`src/rtl/hbd_pkg.sv`:
```
// Package for the HTTP body dechunker: item types, phase and outcome codes,
// character constants and the hex digit decoder.
// Depends on nothing; every other file imports it.
`timescale 1ns / 1ps
`default_nettype none

package hbd_pkg;

  // Field widths fixed by the item format
  localparam int LengthBits = 40;
  localparam int ChunkBits  = 32;

  // Command queue between front and back
  localparam int QDepth = 4;
  localparam int QAw    = $clog2(QDepth);

  // Characters of the chunked syntax
  localparam logic [7:0] CHAR_SEMI = 8'h3B;
  localparam logic [7:0] CHAR_CR   = 8'h0D;
  localparam logic [7:0] CHAR_LF   = 8'h0A;

  // Opcodes
  localparam logic OP_BEGIN = 1'b0;
  localparam logic OP_DATA  = 1'b1;

  // Result status codes
  localparam logic [1:0] ST_INCOMPLETE = 2'd0;
  localparam logic [1:0] ST_COMPLETE   = 2'd1;
  localparam logic [1:0] ST_ERROR      = 2'd2;

  // Error kinds
  localparam logic [1:0] ERR_NONE    = 2'd0;
  localparam logic [1:0] ERR_BAD     = 2'd1;
  localparam logic [1:0] ERR_NOTIMPL = 2'd2;

  typedef enum logic [3:0] {
    PH_IDLE       = 4'd0,
    PH_COMPLETE   = 4'd1,
    PH_ERROR      = 4'd2,
    PH_IDENTITY   = 4'd3,
    PH_SIZE       = 4'd4,
    PH_SIZE_LF    = 4'd5,
    PH_EXT        = 4'd6,
    PH_EXT_LF     = 4'd7,
    PH_DATA       = 4'd8,
    PH_DATA_CR    = 4'd9,
    PH_DATA_LF    = 4'd10,
    PH_TRAILER    = 4'd11,
    PH_TRAILER_LF = 4'd12
  } phase_t;

  // Decision taken from the header facts of a begin item
  typedef enum logic [2:0] {
    OC_BAD      = 3'd0,
    OC_NOTIMPL  = 3'd1,
    OC_COMPLETE = 3'd2,
    OC_IDENTITY = 3'd3,
    OC_CHUNKED  = 3'd4
  } outcome_t;

  typedef struct packed {
    logic                  opcode;
    logic                  has_transfer_encoding;
    logic                  encoding_is_chunked;
    logic                  has_content_length;
    logic                  length_is_valid;
    logic [LengthBits-1:0] content_length;
    logic [7:0]            data_byte;
  } in_item_t;

  typedef struct packed {
    logic       body_valid;
    logic [7:0] body_byte;
    logic [1:0] parse_status;
    logic [1:0] error_kind;
  } out_item_t;

  // Classified item as it travels through the queue
  typedef struct packed {
    logic                  is_begin;
    outcome_t              outcome;
    logic [LengthBits-1:0] length;
    logic [7:0]            data_byte;
    logic                  is_hex;
    logic [3:0]            hex_val;
    logic                  is_semi;
    logic                  is_cr;
    logic                  is_lf;
  } cmd_t;

  // Hex digit value; bit 4 flags a valid digit
  function automatic logic [4:0] hex_decode(input logic [7:0] c);
    logic [4:0] r;
    r = 5'd0;
    if (c >= 8'h30 && c <= 8'h39) begin
      r = {1'b1, 4'(c - 8'h30)};
    end else if (c >= 8'h61 && c <= 8'h66) begin
      r = {1'b1, 4'(c - 8'h57)};
    end else if (c >= 8'h41 && c <= 8'h46) begin
      r = {1'b1, 4'(c - 8'h37)};
    end
    return r;
  endfunction

endpackage

`default_nettype wire

```
`src/rtl/hbd_front.sv`:
```
// Front end of the dechunker: accepts input items, decides the begin outcome
// and classifies data bytes into a command for the queue.
// Depends on hbd_pkg.
`timescale 1ns / 1ps
`default_nettype none

module hbd_front
  import hbd_pkg::*;
(
  input  wire logic     in_valid,
  output logic          in_stall,
  input  wire in_item_t in_item,
  input  wire logic     q_full,
  output logic          q_push,
  output cmd_t          q_cmd
);

  logic [4:0] hex;

  // Stall only while the queue has no room
  assign in_stall = q_full;
  assign q_push   = in_valid && !q_full;
  assign hex      = hex_decode(in_item.data_byte);

  // Classify the item
  always_comb begin
    q_cmd           = '0;
    q_cmd.is_begin  = (in_item.opcode == OP_BEGIN);
    q_cmd.length    = in_item.content_length;
    q_cmd.data_byte = in_item.data_byte;
    q_cmd.is_hex    = hex[4];
    q_cmd.hex_val   = hex[3:0];
    q_cmd.is_semi   = (in_item.data_byte == CHAR_SEMI);
    q_cmd.is_cr     = (in_item.data_byte == CHAR_CR);
    q_cmd.is_lf     = (in_item.data_byte == CHAR_LF);
    if (in_item.has_transfer_encoding) begin
      if (!in_item.encoding_is_chunked) begin
        q_cmd.outcome = OC_NOTIMPL;
      end else if (in_item.has_content_length) begin
        q_cmd.outcome = OC_BAD;
      end else begin
        q_cmd.outcome = OC_CHUNKED;
      end
    end else if (in_item.has_content_length) begin
      if (!in_item.length_is_valid) begin
        q_cmd.outcome = OC_BAD;
      end else if (in_item.content_length == '0) begin
        q_cmd.outcome = OC_COMPLETE;
      end else begin
        q_cmd.outcome = OC_IDENTITY;
      end
    end else begin
      q_cmd.outcome = OC_COMPLETE;
    end
  end

endmodule

`default_nettype wire

```
`src/rtl/hbd_queue.sv`:
```
// Short command queue between the front and back of the dechunker.
// Depends on hbd_pkg.
`timescale 1ns / 1ps
`default_nettype none

module hbd_queue
  import hbd_pkg::*;
(
  input  wire logic clk,
  input  wire logic rst_n,
  input  wire logic push,
  input  wire cmd_t push_cmd,
  input  wire logic pop,
  output logic      full,
  output logic      empty,
  output cmd_t      head
);

  cmd_t           mem_r [QDepth];
  logic [QAw-1:0] wr_ptr_r;
  logic [QAw-1:0] rd_ptr_r;
  logic [QAw:0]   count_r;

  assign full  = (count_r == (QAw+1)'(QDepth));
  assign empty = (count_r == '0);
  assign head  = mem_r[rd_ptr_r];

  // Store entries
  always_ff @(posedge clk) begin
    if (push) begin
      mem_r[wr_ptr_r] <= push_cmd;
    end
  end

  // Advance pointers and occupancy
  always_ff @(posedge clk) begin
    if (!rst_n) begin
      wr_ptr_r <= '0;
      rd_ptr_r <= '0;
      count_r  <= '0;
    end else begin
      if (push) begin
        wr_ptr_r <= wr_ptr_r + 1'b1;
      end
      if (pop) begin
        rd_ptr_r <= rd_ptr_r + 1'b1;
      end
      if (push && !pop) begin
        count_r <= count_r + 1'b1;
      end else if (pop && !push) begin
        count_r <= count_r - 1'b1;
      end
    end
  end

endmodule

`default_nettype wire

```
`src/rtl/hbd_back.sv`:
```
// Back end of the dechunker: runs the body parsing state machine on queued
// commands and holds the result item in an output register.
// Depends on hbd_pkg.
`timescale 1ns / 1ps
`default_nettype none

module hbd_back
  import hbd_pkg::*;
(
  input  wire logic clk,
  input  wire logic rst_n,
  input  wire logic q_empty,
  input  wire cmd_t q_head,
  output logic      q_pop,
  output logic      out_valid,
  input  wire logic out_stall,
  output out_item_t out_item
);

  phase_t                phase_r, phase_nxt;
  logic [LengthBits-1:0] bytes_left_r, bytes_left_nxt;
  logic [ChunkBits-1:0]  size_acc_r, size_acc_nxt;
  logic                  digit_seen_r, digit_seen_nxt;
  logic                  line_empty_r, line_empty_nxt;
  logic [1:0]            sticky_r, sticky_nxt;
  logic                  out_valid_r;
  out_item_t             out_r, out_nxt;
  logic                  body_valid;

  // Take a command whenever the output register is free or being drained
  assign q_pop     = !q_empty && (!out_valid_r || !out_stall);
  assign out_valid = out_valid_r;
  assign out_item  = out_r;

  // Next state for one command
  always_comb begin
    phase_nxt      = phase_r;
    bytes_left_nxt = bytes_left_r;
    size_acc_nxt   = size_acc_r;
    digit_seen_nxt = digit_seen_r;
    line_empty_nxt = line_empty_r;
    sticky_nxt     = sticky_r;
    body_valid     = 1'b0;
    if (q_head.is_begin) begin
      phase_nxt      = PH_IDLE;
      bytes_left_nxt = '0;
      size_acc_nxt   = '0;
      digit_seen_nxt = 1'b0;
      line_empty_nxt = 1'b1;
      sticky_nxt     = ERR_NONE;
      case (q_head.outcome)
        OC_BAD: begin
          phase_nxt  = PH_ERROR;
          sticky_nxt = ERR_BAD;
        end
        OC_NOTIMPL: begin
          phase_nxt  = PH_ERROR;
          sticky_nxt = ERR_NOTIMPL;
        end
        OC_COMPLETE: begin
          phase_nxt = PH_COMPLETE;
        end
        OC_IDENTITY: begin
          phase_nxt      = PH_IDENTITY;
          bytes_left_nxt = q_head.length;
        end
        OC_CHUNKED: begin
          phase_nxt = PH_SIZE;
        end
        default: begin
          phase_nxt = PH_IDLE;
        end
      endcase
    end else begin
      case (phase_r)
        PH_IDENTITY: begin
          body_valid     = 1'b1;
          bytes_left_nxt = bytes_left_r - 1'b1;
          if (bytes_left_r == LengthBits'(1)) begin
            phase_nxt = PH_COMPLETE;
          end
        end
        PH_SIZE: begin
          if (q_head.is_hex) begin
            if (size_acc_r[ChunkBits-1 -: 4] != 4'd0) begin
              phase_nxt  = PH_ERROR;
              sticky_nxt = ERR_BAD;
            end else begin
              size_acc_nxt   = {size_acc_r[ChunkBits-5:0], q_head.hex_val};
              digit_seen_nxt = 1'b1;
            end
          end else if (q_head.is_semi) begin
            phase_nxt = PH_EXT;
          end else if (q_head.is_cr) begin
            phase_nxt = PH_SIZE_LF;
          end else begin
            phase_nxt  = PH_ERROR;
            sticky_nxt = ERR_BAD;
          end
        end
        PH_SIZE_LF, PH_EXT_LF: begin
          if (q_head.is_lf) begin
            // end of size line
            if (!digit_seen_r) begin
              phase_nxt  = PH_ERROR;
              sticky_nxt = ERR_BAD;
            end else if (size_acc_r == '0) begin
              phase_nxt      = PH_TRAILER;
              line_empty_nxt = 1'b1;
            end else begin
              phase_nxt = PH_DATA;
            end
          end else if (phase_r == PH_SIZE_LF) begin
            phase_nxt  = PH_ERROR;
            sticky_nxt = ERR_BAD;
          end else if (!q_head.is_cr) begin
            phase_nxt = PH_EXT;
          end
        end
        PH_EXT: begin
          if (q_head.is_cr) begin
            phase_nxt = PH_EXT_LF;
          end
        end
        PH_DATA: begin
          body_valid   = 1'b1;
          size_acc_nxt = size_acc_r - 1'b1;
          if (size_acc_r == ChunkBits'(1)) begin
            phase_nxt = PH_DATA_CR;
          end
        end
        PH_DATA_CR: begin
          if (q_head.is_cr) begin
            phase_nxt = PH_DATA_LF;
          end else begin
            phase_nxt  = PH_ERROR;
            sticky_nxt = ERR_BAD;
          end
        end
        PH_DATA_LF: begin
          if (q_head.is_lf) begin
            phase_nxt      = PH_SIZE;
            size_acc_nxt   = '0;
            digit_seen_nxt = 1'b0;
          end else begin
            phase_nxt  = PH_ERROR;
            sticky_nxt = ERR_BAD;
          end
        end
        PH_TRAILER: begin
          if (q_head.is_cr) begin
            phase_nxt = PH_TRAILER_LF;
          end else begin
            line_empty_nxt = 1'b0;
          end
        end
        PH_TRAILER_LF: begin
          if (q_head.is_lf) begin
            if (line_empty_r) begin
              phase_nxt = PH_COMPLETE;
            end else begin
              line_empty_nxt = 1'b1;
              phase_nxt      = PH_TRAILER;
            end
          end else begin
            line_empty_nxt = 1'b0;
            if (!q_head.is_cr) begin
              phase_nxt = PH_TRAILER;
            end
          end
        end
        default: begin
          phase_nxt = phase_r;
        end
      endcase
    end
  end

  // Build the result from the state left behind
  always_comb begin
    out_nxt            = '0;
    out_nxt.body_valid = body_valid;
    out_nxt.body_byte  = body_valid ? q_head.data_byte : 8'd0;
    case (phase_nxt)
      PH_COMPLETE: out_nxt.parse_status = ST_COMPLETE;
      PH_ERROR: begin
        out_nxt.parse_status = ST_ERROR;
        out_nxt.error_kind   = sticky_nxt;
      end
      default: out_nxt.parse_status = ST_INCOMPLETE;
    endcase
  end

  // Parser state advances on each popped command
  always_ff @(posedge clk) begin
    if (!rst_n) begin
      phase_r      <= PH_IDLE;
      bytes_left_r <= '0;
      size_acc_r   <= '0;
      digit_seen_r <= 1'b0;
      line_empty_r <= 1'b1;
      sticky_r     <= ERR_NONE;
    end else if (q_pop) begin
      phase_r      <= phase_nxt;
      bytes_left_r <= bytes_left_nxt;
      size_acc_r   <= size_acc_nxt;
      digit_seen_r <= digit_seen_nxt;
      line_empty_r <= line_empty_nxt;
      sticky_r     <= sticky_nxt;
    end
  end

  // Output register: load on pop, drop once taken
  always_ff @(posedge clk) begin
    if (!rst_n) begin
      out_valid_r <= 1'b0;
    end else if (q_pop) begin
      out_valid_r <= 1'b1;
    end else if (!out_stall) begin
      out_valid_r <= 1'b0;
    end
  end

  always_ff @(posedge clk) begin
    if (q_pop) begin
      out_r <= out_nxt;
    end
  end

  a_err_kind_set: assert property (@(posedge clk) disable iff (!rst_n)
    out_valid_r && out_r.parse_status == ST_ERROR |-> out_r.error_kind != ERR_NONE)
    else $error("error result without an error kind");

  a_err_kind_clear: assert property (@(posedge clk) disable iff (!rst_n)
    out_valid_r && out_r.parse_status != ST_ERROR |-> out_r.error_kind == ERR_NONE)
    else $error("error kind reported without error status");

  a_data_nonzero: assert property (@(posedge clk) disable iff (!rst_n)
    phase_r == PH_DATA |-> size_acc_r != '0)
    else $error("chunk data phase with nothing left");

  a_identity_nonzero: assert property (@(posedge clk) disable iff (!rst_n)
    phase_r == PH_IDENTITY |-> bytes_left_r != '0)
    else $error("identity phase with nothing left");

  a_error_sticky: assert property (@(posedge clk) disable iff (!rst_n)
    phase_r == PH_ERROR |-> sticky_r != ERR_NONE)
    else $error("error phase without a recorded error");

endmodule

`default_nettype wire

```
`src/rtl/http_body_dechunker.sv`:
```
// Byte-serial HTTP request body decoder: takes one item per cycle unless stalled,
// a begin item with header facts or one received body byte, and returns one
// result item for each, in order. An accepted item enters a four-entry command
// queue between the classifying front and the parsing back, and its result is
// registered in the back's output register; the queue absorbs stalls on the
// result side, and the input stalls only when that queue is full. The rate is
// set by the back end's per-byte state update, one byte per cycle unless stalled.
// Depends on hbd_pkg, hbd_front, hbd_queue and hbd_back.
`timescale 1ns / 1ps
`default_nettype none

module http_body_dechunker
  import hbd_pkg::*;
(
  input  wire logic     clk,
  input  wire logic     rst_n,
  input  wire logic     in_valid,
  output logic          in_stall,
  input  wire in_item_t in_item,
  output logic          out_valid,
  input  wire logic     out_stall,
  output out_item_t     out_item
);

  logic q_full;
  logic q_empty;
  logic q_push;
  logic q_pop;
  cmd_t q_cmd;
  cmd_t q_head;

  hbd_front u_front (
    .in_valid (in_valid),
    .in_stall (in_stall),
    .in_item  (in_item),
    .q_full   (q_full),
    .q_push   (q_push),
    .q_cmd    (q_cmd)
  );

  hbd_queue u_queue (
    .clk      (clk),
    .rst_n    (rst_n),
    .push     (q_push),
    .push_cmd (q_cmd),
    .pop      (q_pop),
    .full     (q_full),
    .empty    (q_empty),
    .head     (q_head)
  );

  hbd_back u_back (
    .clk       (clk),
    .rst_n     (rst_n),
    .q_empty   (q_empty),
    .q_head    (q_head),
    .q_pop     (q_pop),
    .out_valid (out_valid),
    .out_stall (out_stall),
    .out_item  (out_item)
  );

endmodule

`default_nettype wire

```
`config.mk`:
```
export PLATFORM = sky130hd
export DESIGN_NAME = http_body_dechunker
export DESIGN_NICKNAME = d
export VERILOG_FILES = /design/src/rtl/hbd_pkg.sv /design/src/rtl/hbd_front.sv /design/src/rtl/hbd_queue.sv /design/src/rtl/hbd_back.sv /design/src/rtl/http_body_dechunker.sv
export SDC_FILE = /design/constraint.sdc
export NUM_CORES = 1
export LEC_CHECK = 0
export BUFFER_PORTS_ARGS = -buffer_cell sky130_fd_sc_hd__buf_2
export CORE_MARGIN = 1
export CORE_UTILIZATION = 50
export DETAILED_ROUTE_END_ITERATION = 8
export GPL_TIMING_DRIVEN = 1
export PLACE_DENSITY = 0.67
export SYNTH_ARGS = -nofsm -noshare
export SYNTH_HDL_FRONTEND = slang
export SYNTH_SLANG_ARGS = --single-unit
```
`constraint.sdc`:
```
create_clock -name clk -period 4.6 [get_ports clk]
set_input_delay 1.38 -clock clk [delete_from_list [all_inputs] [get_ports clk]]
set_output_delay 1.38 -clock clk [all_outputs]
set_load 0.005 [all_outputs]
```
# Yosys cells after proc, flatten, opt, wreduce, memory -nomap -nowiden
# Memories as Yosys holds them, arrays and structs flattened. A register that Yosys moved wholly into a read port is not among the register bits.
# Index checks and enable logic that the tools add are counted.
dict set report totals {
  ramBits 240
  rom_bits 0
  ff_bits 101
  latch_bits 0
  memories 1
}
dict set report op_classes {
  eq_ne 30
  div 0
  mul 0
  n_reduce_logical 31
  mux 72
  bitwise 1
  n_addsub 9
  order_cmp 6
  shift 0
}
# name depth width read_ports rd_ports_with_merged_regs write_ports line
set mem_list {}
lappend mem_list {u_queue.mem_r 4 60 1 1 1 hbd_queue.sv:19} ;# cmd_t mem_r [QDepth];
# cell n
set op_table {}
lappend op_table {{32-bit two-way mux} 4}
lappend op_table {{40-bit two-way mux} 3}
lappend op_table {{32-bit one-hot mux with 3 select lines} 1}
lappend op_table {{4-bit two-way mux} 16}
lappend op_table {{40-bit by 1-bit == test with 1-bit output (second input constant)} 1}
lappend op_table {{40-bit zero test} 1}
lappend op_table {{40-bit by 1-bit subtractor with 40-bit output (second input constant)} 1}
lappend op_table {{4-bit one-hot mux with 9 select lines} 1}
lappend op_table {{32-bit by 1-bit == test with 1-bit output (second input constant)} 1}
lappend op_table {{32-bit zero test} 1}
lappend op_table {{32-bit by 1-bit subtractor with 32-bit output (second input constant)} 1}
lappend op_table {{3-bit two-way mux} 9}
lappend op_table {{2-bit two-way mux} 12}
lappend op_table {{4-bit == test (second input constant)} 5}
lappend op_table {{1-bit two-way mux} 17}
lappend op_table {{4-bit by 3-bit == test with 1-bit output (second input constant)} 4}
lappend op_table {{8-bit by 4-bit == test with 1-bit output (second input constant)} 2}
lappend op_table {{8-bit by 7-bit >= comparator with 1-bit output (second input constant)} 2}
lappend op_table {{8-bit by 7-bit less-or-equal comparator with 1-bit output (second input constant)} 2}
lappend op_table {{5-bit two-way mux} 3}
lappend op_table {{3-bit != test (second input constant)} 5}
lappend op_table {{3-bit one-hot mux with 4 select lines} 1}
lappend op_table {{4-bit nonzero test} 3}
lappend op_table {{5-bit AND reduction} 2}
lappend op_table {{29 further kinds} 51}

# Logic depth before layout (Yosys ltp)
dict set report logic_depth {
  ltp_word 8
  ltp_mapped 9
  depth_no_buf 8
}

# Cells and area by module
# Synthesis repeated with hierarchy kept, for this count alone.
dict set report hier_totals {
  cells_unflattened 1255
  area_unflattened_um2 15886.5
}
# mod cells_each seq_area_each_um2 instances area_per_inst_um2
set modules_own_cells {}
lappend modules_own_cells {hbd_queue 357 7387.1 1 9168.8}
lappend modules_own_cells {hbd_back 798 2011.9 1 5990.7}
lappend modules_own_cells {hbd_front 100 0.0 1 726.9}

# Worst setup path before layout
# No wires, ideal clock.
dict set report synth_path {
  kind {in2reg}
  startpoint {in in_valid}
  endpoint {mem u_queue.mem_r[0][0] (netlist name), enable pin}
  arrival_ps 3179
  t_required_ps 4176
  stages 3
  path_slack_ps 996
  path_cell_list {nor2b_1 > clkbuf_1 > and2_1}
}
dict set report synth_via {
  elab_chain_cells 3
}
# element line
set synth_lines {}
lappend synth_lines {{start: declaration} http_body_dechunker.sv:17} ;# input wire logic in_valid,
lappend synth_lines {{1-bit logical AND} hbd_front.sv:22} ;# assign q_push = in_valid && !q_full;
lappend synth_lines {{via q_push} http_body_dechunker.sv:27} ;# logic q_push;
lappend synth_lines {{1-bit two-way mux} hbd_queue.sv:30} ;# if (push) begin
lappend synth_lines {{1-bit two-way mux (implied by the code)} hbd_queue.sv:31} ;# mem_r[wr_ptr_r] <= push_cmd;
lappend synth_lines {{end: declaration} hbd_queue.sv:19}
# The timed path passes the listed nets, and every way through them passes these cells.

==> flow_results.xml <==
<?xml version="1.0" encoding="UTF-8"?>
<metrics>
  <group name="floorplan">
    <metric name="rows" unit="">64</metric>
    <metric name="die_w" unit="µm">179</metric>
    <metric name="design.core.area" unit="mm²">0.0307</metric>
    <metric name="floorplan.die_area" unit="mm²">0.0319</metric>
    <metric name="initial_core_util" unit="">0.509</metric>
    <metric name="floorplan.die.height" unit="µm">179</metric>
    <metric name="boundaryPins" unit="">72</metric>
  </group>
  <group name="synthesis">
    <metric name="synthesis.instances" unit="">1229</metric>
    <metric name="yosys-top-cells-count" unit="">253 x sky130_fd_sc_hd__edfxtp_1, 90 x sky130_fd_sc_hd__dfxtp_1, 89 x sky130_fd_sc_hd__nand2_1</metric>
    <metric name="synth_seq_area_share" unit="">0.603</metric>
    <metric name="ys_async_sr_fraction" unit="">0</metric>
    <metric name="yosys.area.top_type_share" unit="">0.487</metric>
    <metric name="synth_largest_area_cell" unit="">sky130_fd_sc_hd__edfxtp_1</metric>
    <metric name="postSynthNetCount" unit="">1301</metric>
    <metric name="dominantRegCellSynth" unit="">sky130_fd_sc_hd__edfxtp_1</metric>
    <metric name="yosys-top-cells-area" unit="">sky130_fd_sc_hd__edfxtp_1 49%, sky130_fd_sc_hd__dfxtp_1 12%, sky130_fd_sc_hd__mux4_2 8.5%</metric>
    <metric name="netlist_area" unit="mm²">0.0156</metric>
    <metric name="synthesized_area_divided_by_synthesized_cell_count" unit="µm²">12.7</metric>
    <metric name="ys_seq_elements" unit="">343</metric>
    <metric name="synthesis.yosys.warnings" unit="">0</metric>
    <metric name="post_synth_num_cell_types" unit="">84</metric>
    <metric name="synth_enable_flop_cells" unit="">253</metric>
    <metric name="synth.most_common_cell" unit="">sky130_fd_sc_hd__edfxtp_1</metric>
  </group>
  <group name="power_and_ir_drop">
    <metric name="max-vdd-ir-drop" unit="V">0.000368</metric>
    <metric name="power-per-cell-area" unit="mW/mm²">680</metric>
    <metric name="leakage" unit="nW">5.87</metric>
  </group>
  <group name="timing">
    <metric name="worst-slew-pin-transition" unit="ns">1.20</metric>
    <metric name="final_hold_fails" unit="">0</metric>
    <metric name="period_share" unit="">0.717</metric>
    <metric name="grt_setup_unrepaired" unit="">false</metric>
    <metric name="finClkSkew" unit="ns">0.0213</metric>
    <metric name="setup_ws" unit="ns">1.30</metric>
    <metric name="slew_violations" unit="">0</metric>
    <metric name="finalWorstPathRequiredPeriod" unit="ns">3.30</metric>
    <metric name="max_clock_freq" unit="MHz">303</metric>
    <metric name="finalSetupTns" unit="ns">0</metric>
    <metric name="max-slew-margin-rel" unit="">0.198</metric>
    <metric name="setup_viol" unit="">0</metric>
  </group>
  <group name="cells_and_area">
    <metric name="antenna_diode_count" unit="">0</metric>
    <metric name="areaGrowthSynthToFinish" unit="%">12.6</metric>
    <metric name="postLayoutCellArea" unit="mm²">0.0176</metric>
    <metric name="fillers" unit="">2463</metric>
    <metric name="multiInputGateArea" unit="mm²">0.00580</metric>
    <metric name="fin_nets" unit="">1356</metric>
    <metric name="final_layout_size_suffix_gt1_frac" unit="">0.184</metric>
    <metric name="utilization" unit="">0.573</metric>
    <metric name="sequential_cell_area" unit="mm²">0.00940</metric>
  </group>
  <group name="clocking">
    <metric name="clock-root-buffer" unit="">sky130_fd_sc_hd__clkbuf_16</metric>
    <metric name="post_cts_hold_buffer_count" unit="">0</metric>
    <metric name="clock_tree.buffer_depth" unit="">3</metric>
    <metric name="cts-buffers-inserted" unit="">37</metric>
    <metric name="cts.clk_slew.worst_paths" unit="ns">0.06</metric>
    <metric name="insertion_delay_of_the_later_clocked_pin_in_the_worst_skew_pair" unit="ns">0.53</metric>
    <metric name="tritoncts" unit="">done</metric>
    <metric name="post-cts-setup-buffers" unit="">0</metric>
    <metric name="cts_htree_levels" unit="">2</metric>
    <metric name="clkSinkCount" unit="">343</metric>
    <metric name="post_cts.resized_instances" unit="">0</metric>
  </group>
  <group name="placed_design">
    <metric name="detailed_place.area" unit="mm²">0.0163</metric>
    <metric name="port-buffer-count" unit="">71</metric>
    <metric name="routabilityCongestion" unit="">0.902</metric>
    <metric name="place_worst_setup_slack" unit="ns">1.05</metric>
    <metric name="dp.final_hpwl" unit="µm">21700</metric>
  </group>
  <group name="worst_setup_path">
    <metric name="reg2regPathDepth" unit="">6</metric>
    <metric name="critical_path_class" unit="">flop to flop</metric>
    <metric name="endpoint_kind" unit="">flop</metric>
    <metric name="path_max_fanout" unit="">52</metric>
    <metric name="timing.critical_path.required" unit="ns">5.04</metric>
    <metric name="critical_path.startpoint_type" unit="">flop</metric>
    <metric name="worst-endpoint-arrival" unit="ns">3.74</metric>
  </group>
  <group name="drt">
    <metric name="post-route-drc-count" unit="">0</metric>
    <metric name="routed_wl" unit="µm">35000</metric>
    <metric name="routed-via-count" unit="">10600</metric>
    <metric name="vias_per_cell" unit="">6.21</metric>
    <metric name="route.detailed.wl_per_inst" unit="µm">20.5</metric>
    <metric name="drt-pass1-iter-count" unit="">5</metric>
    <metric name="drt_first_iter_violations" unit="">874</metric>
    <metric name="antenna_viol_nets_final" unit="">0</metric>
  </group>
  <group name="global_routing">
    <metric name="grt.total_usage" unit="">0.225</metric>
    <metric name="number_of_global_route_vias_before_repair" unit="">10100</metric>
    <metric name="grt_antenna_before_repair" unit="">0</metric>
    <metric name="grt.overflow.total" unit="">0</metric>
    <metric name="first_pass_grt_wire_length" unit="µm">55800</metric>
    <metric name="maximum_number_of_pins_on_one_net_before_global_route_repair" unit="">61</metric>
  </group>
  <group name="status">
    <metric name="run_status" unit="">complete, no violations</metric>
  </group>
  <group name="hold_path">
    <metric name="hold_depth" unit="">2</metric>
    <metric name="hold_path.class" unit="">flop to flop</metric>
  </group>
  <group name="job">
    <metric name="number_of_max_cap_violations" unit="">0</metric>
  </group>
</metrics>
## critical path, stage by stage, from the launching register on
cell	delay [ns]
sky130_fd_sc_hd__dfxtp_4	0.72
sky130_fd_sc_hd__mux4_2	0.78
sky130_fd_sc_hd__buf_4	0.37
sky130_fd_sc_hd__nor4_1	0.84
sky130_fd_sc_hd__a22o_1	0.26
sky130_fd_sc_hd__nand2_1	0.05
sky130_fd_sc_hd__a21oi_1	0.16
## cell type report
cell class,instances,share of cell area
Sequential cell,343,0.535
Multi-Input combinational cell,786,0.330
Clock inverter,24,0.0141
Tap cell,396,0.0282
Inverter,27,0.00577
Clock buffer,43,0.0552
Timing Repair Buffer,89,0.0308
## cells in the final DEF (no fill, tap or decap), types with 8 or more instances in the layout
master                      instances
sky130_fd_sc_hd__edfxtp_1         253
sky130_fd_sc_hd__a32o_1             9
sky130_fd_sc_hd__buf_2             71
sky130_fd_sc_hd__a211oi_1           8
sky130_fd_sc_hd__buf_4             14
sky130_fd_sc_hd__and3_1            13
sky130_fd_sc_hd__mux2i_1           11
sky130_fd_sc_hd__or4_1             11
sky130_fd_sc_hd__dfxtp_1           88
sky130_fd_sc_hd__a22oi_1           20
sky130_fd_sc_hd__a21oi_1           81
sky130_fd_sc_hd__o21ai_0           83
sky130_fd_sc_hd__xnor2_1            9
sky130_fd_sc_hd__ha_1              14
sky130_fd_sc_hd__mux4_2            59
sky130_fd_sc_hd__nand4_1           16
sky130_fd_sc_hd__nor2b_1           14
sky130_fd_sc_hd__o21a_1             8
sky130_fd_sc_hd__xor2_1            10
sky130_fd_sc_hd__nor2_1            87
sky130_fd_sc_hd__nor3_1            34
sky130_fd_sc_hd__o31ai_1            8
sky130_fd_sc_hd__nand2_1           89
sky130_fd_sc_hd__inv_1             25
sky130_fd_sc_hd__a31oi_1           17
sky130_fd_sc_hd__nand3_1           22
sky130_fd_sc_hd__or3_1             10
sky130_fd_sc_hd__nor4_1            25
sky130_fd_sc_hd__clkbuf_16         38
## layer usage
layer | vias to the layer above | GRT usage | share of wire
met5 | - | 0 | 0
met4 | 0 | 0.0593 | 0.020
met3 | 51 | 0.0296 | 0.059
met2 | 362 | 0.352 | 0.47
met1 | 5268 | 0.330 | 0.45
li1 | 4928 | - | -
## per-stage QoR
stage / hold slack, ns / total power [mW] / cells
finish: 0.474 / 11.9 / 1708
detailed placement: 0.470 / 8.97 / 1641
global placement: 0.452 / 8.92 / 1641
floorplan: 0.449 / 7.76 / 1229
global route: 0.526 / 12.6 / 1708
CTS: 0.477 / 12.0 / 1708
## sequential cells by signal, summed over array words and instances (netlist names), 2 cells and up, named ones only
register             flops
u_queue.mem_r          240
u_back.bytes_left_r     40
u_back.size_acc_r       32
u_back.out_item         13
u_back.phase_r           4
u_queue.count_r          3
u_back.sticky_r          2
u_queue.rd_ptr_r         2
u_queue.wr_ptr_r         2
## final timing paths
kind                                                end              from  slack (ns)
worst min-delay path                   u_back.out_valid  u_back.out_valid        0.47
worst min register to register         u_back.out_valid  u_back.out_valid        0.47
worst max-delay path            u_back.bytes_left_r[27]              flop        1.30
worst max register to register  u_back.bytes_left_r[27]              flop        1.30
## logic make-up after synthesis
group | after synthesis | share of synthesized area
DFF | 343 | 0.603
adders and majority gates | 15 | 0.0125
buffers and inverters | 100 | 0.0261
xor gates and xnor gates | 19 | 0.0107
and+or+nand+nor | 370 | 0.124
AOI/OAI and AO/OA | 308 | 0.129
muxes | 74 | 0.0961
## report_power, final
part / switching [mW] / internal (mW) / leakage, nW
Sequential: 0.436 / 3.85 / 3.06
Combinational: 2.86 / 1.83 / 2.22
Clock: 1.21 / 1.75 / 0.595
Note: power is estimated with default switching activity, not from simulation.
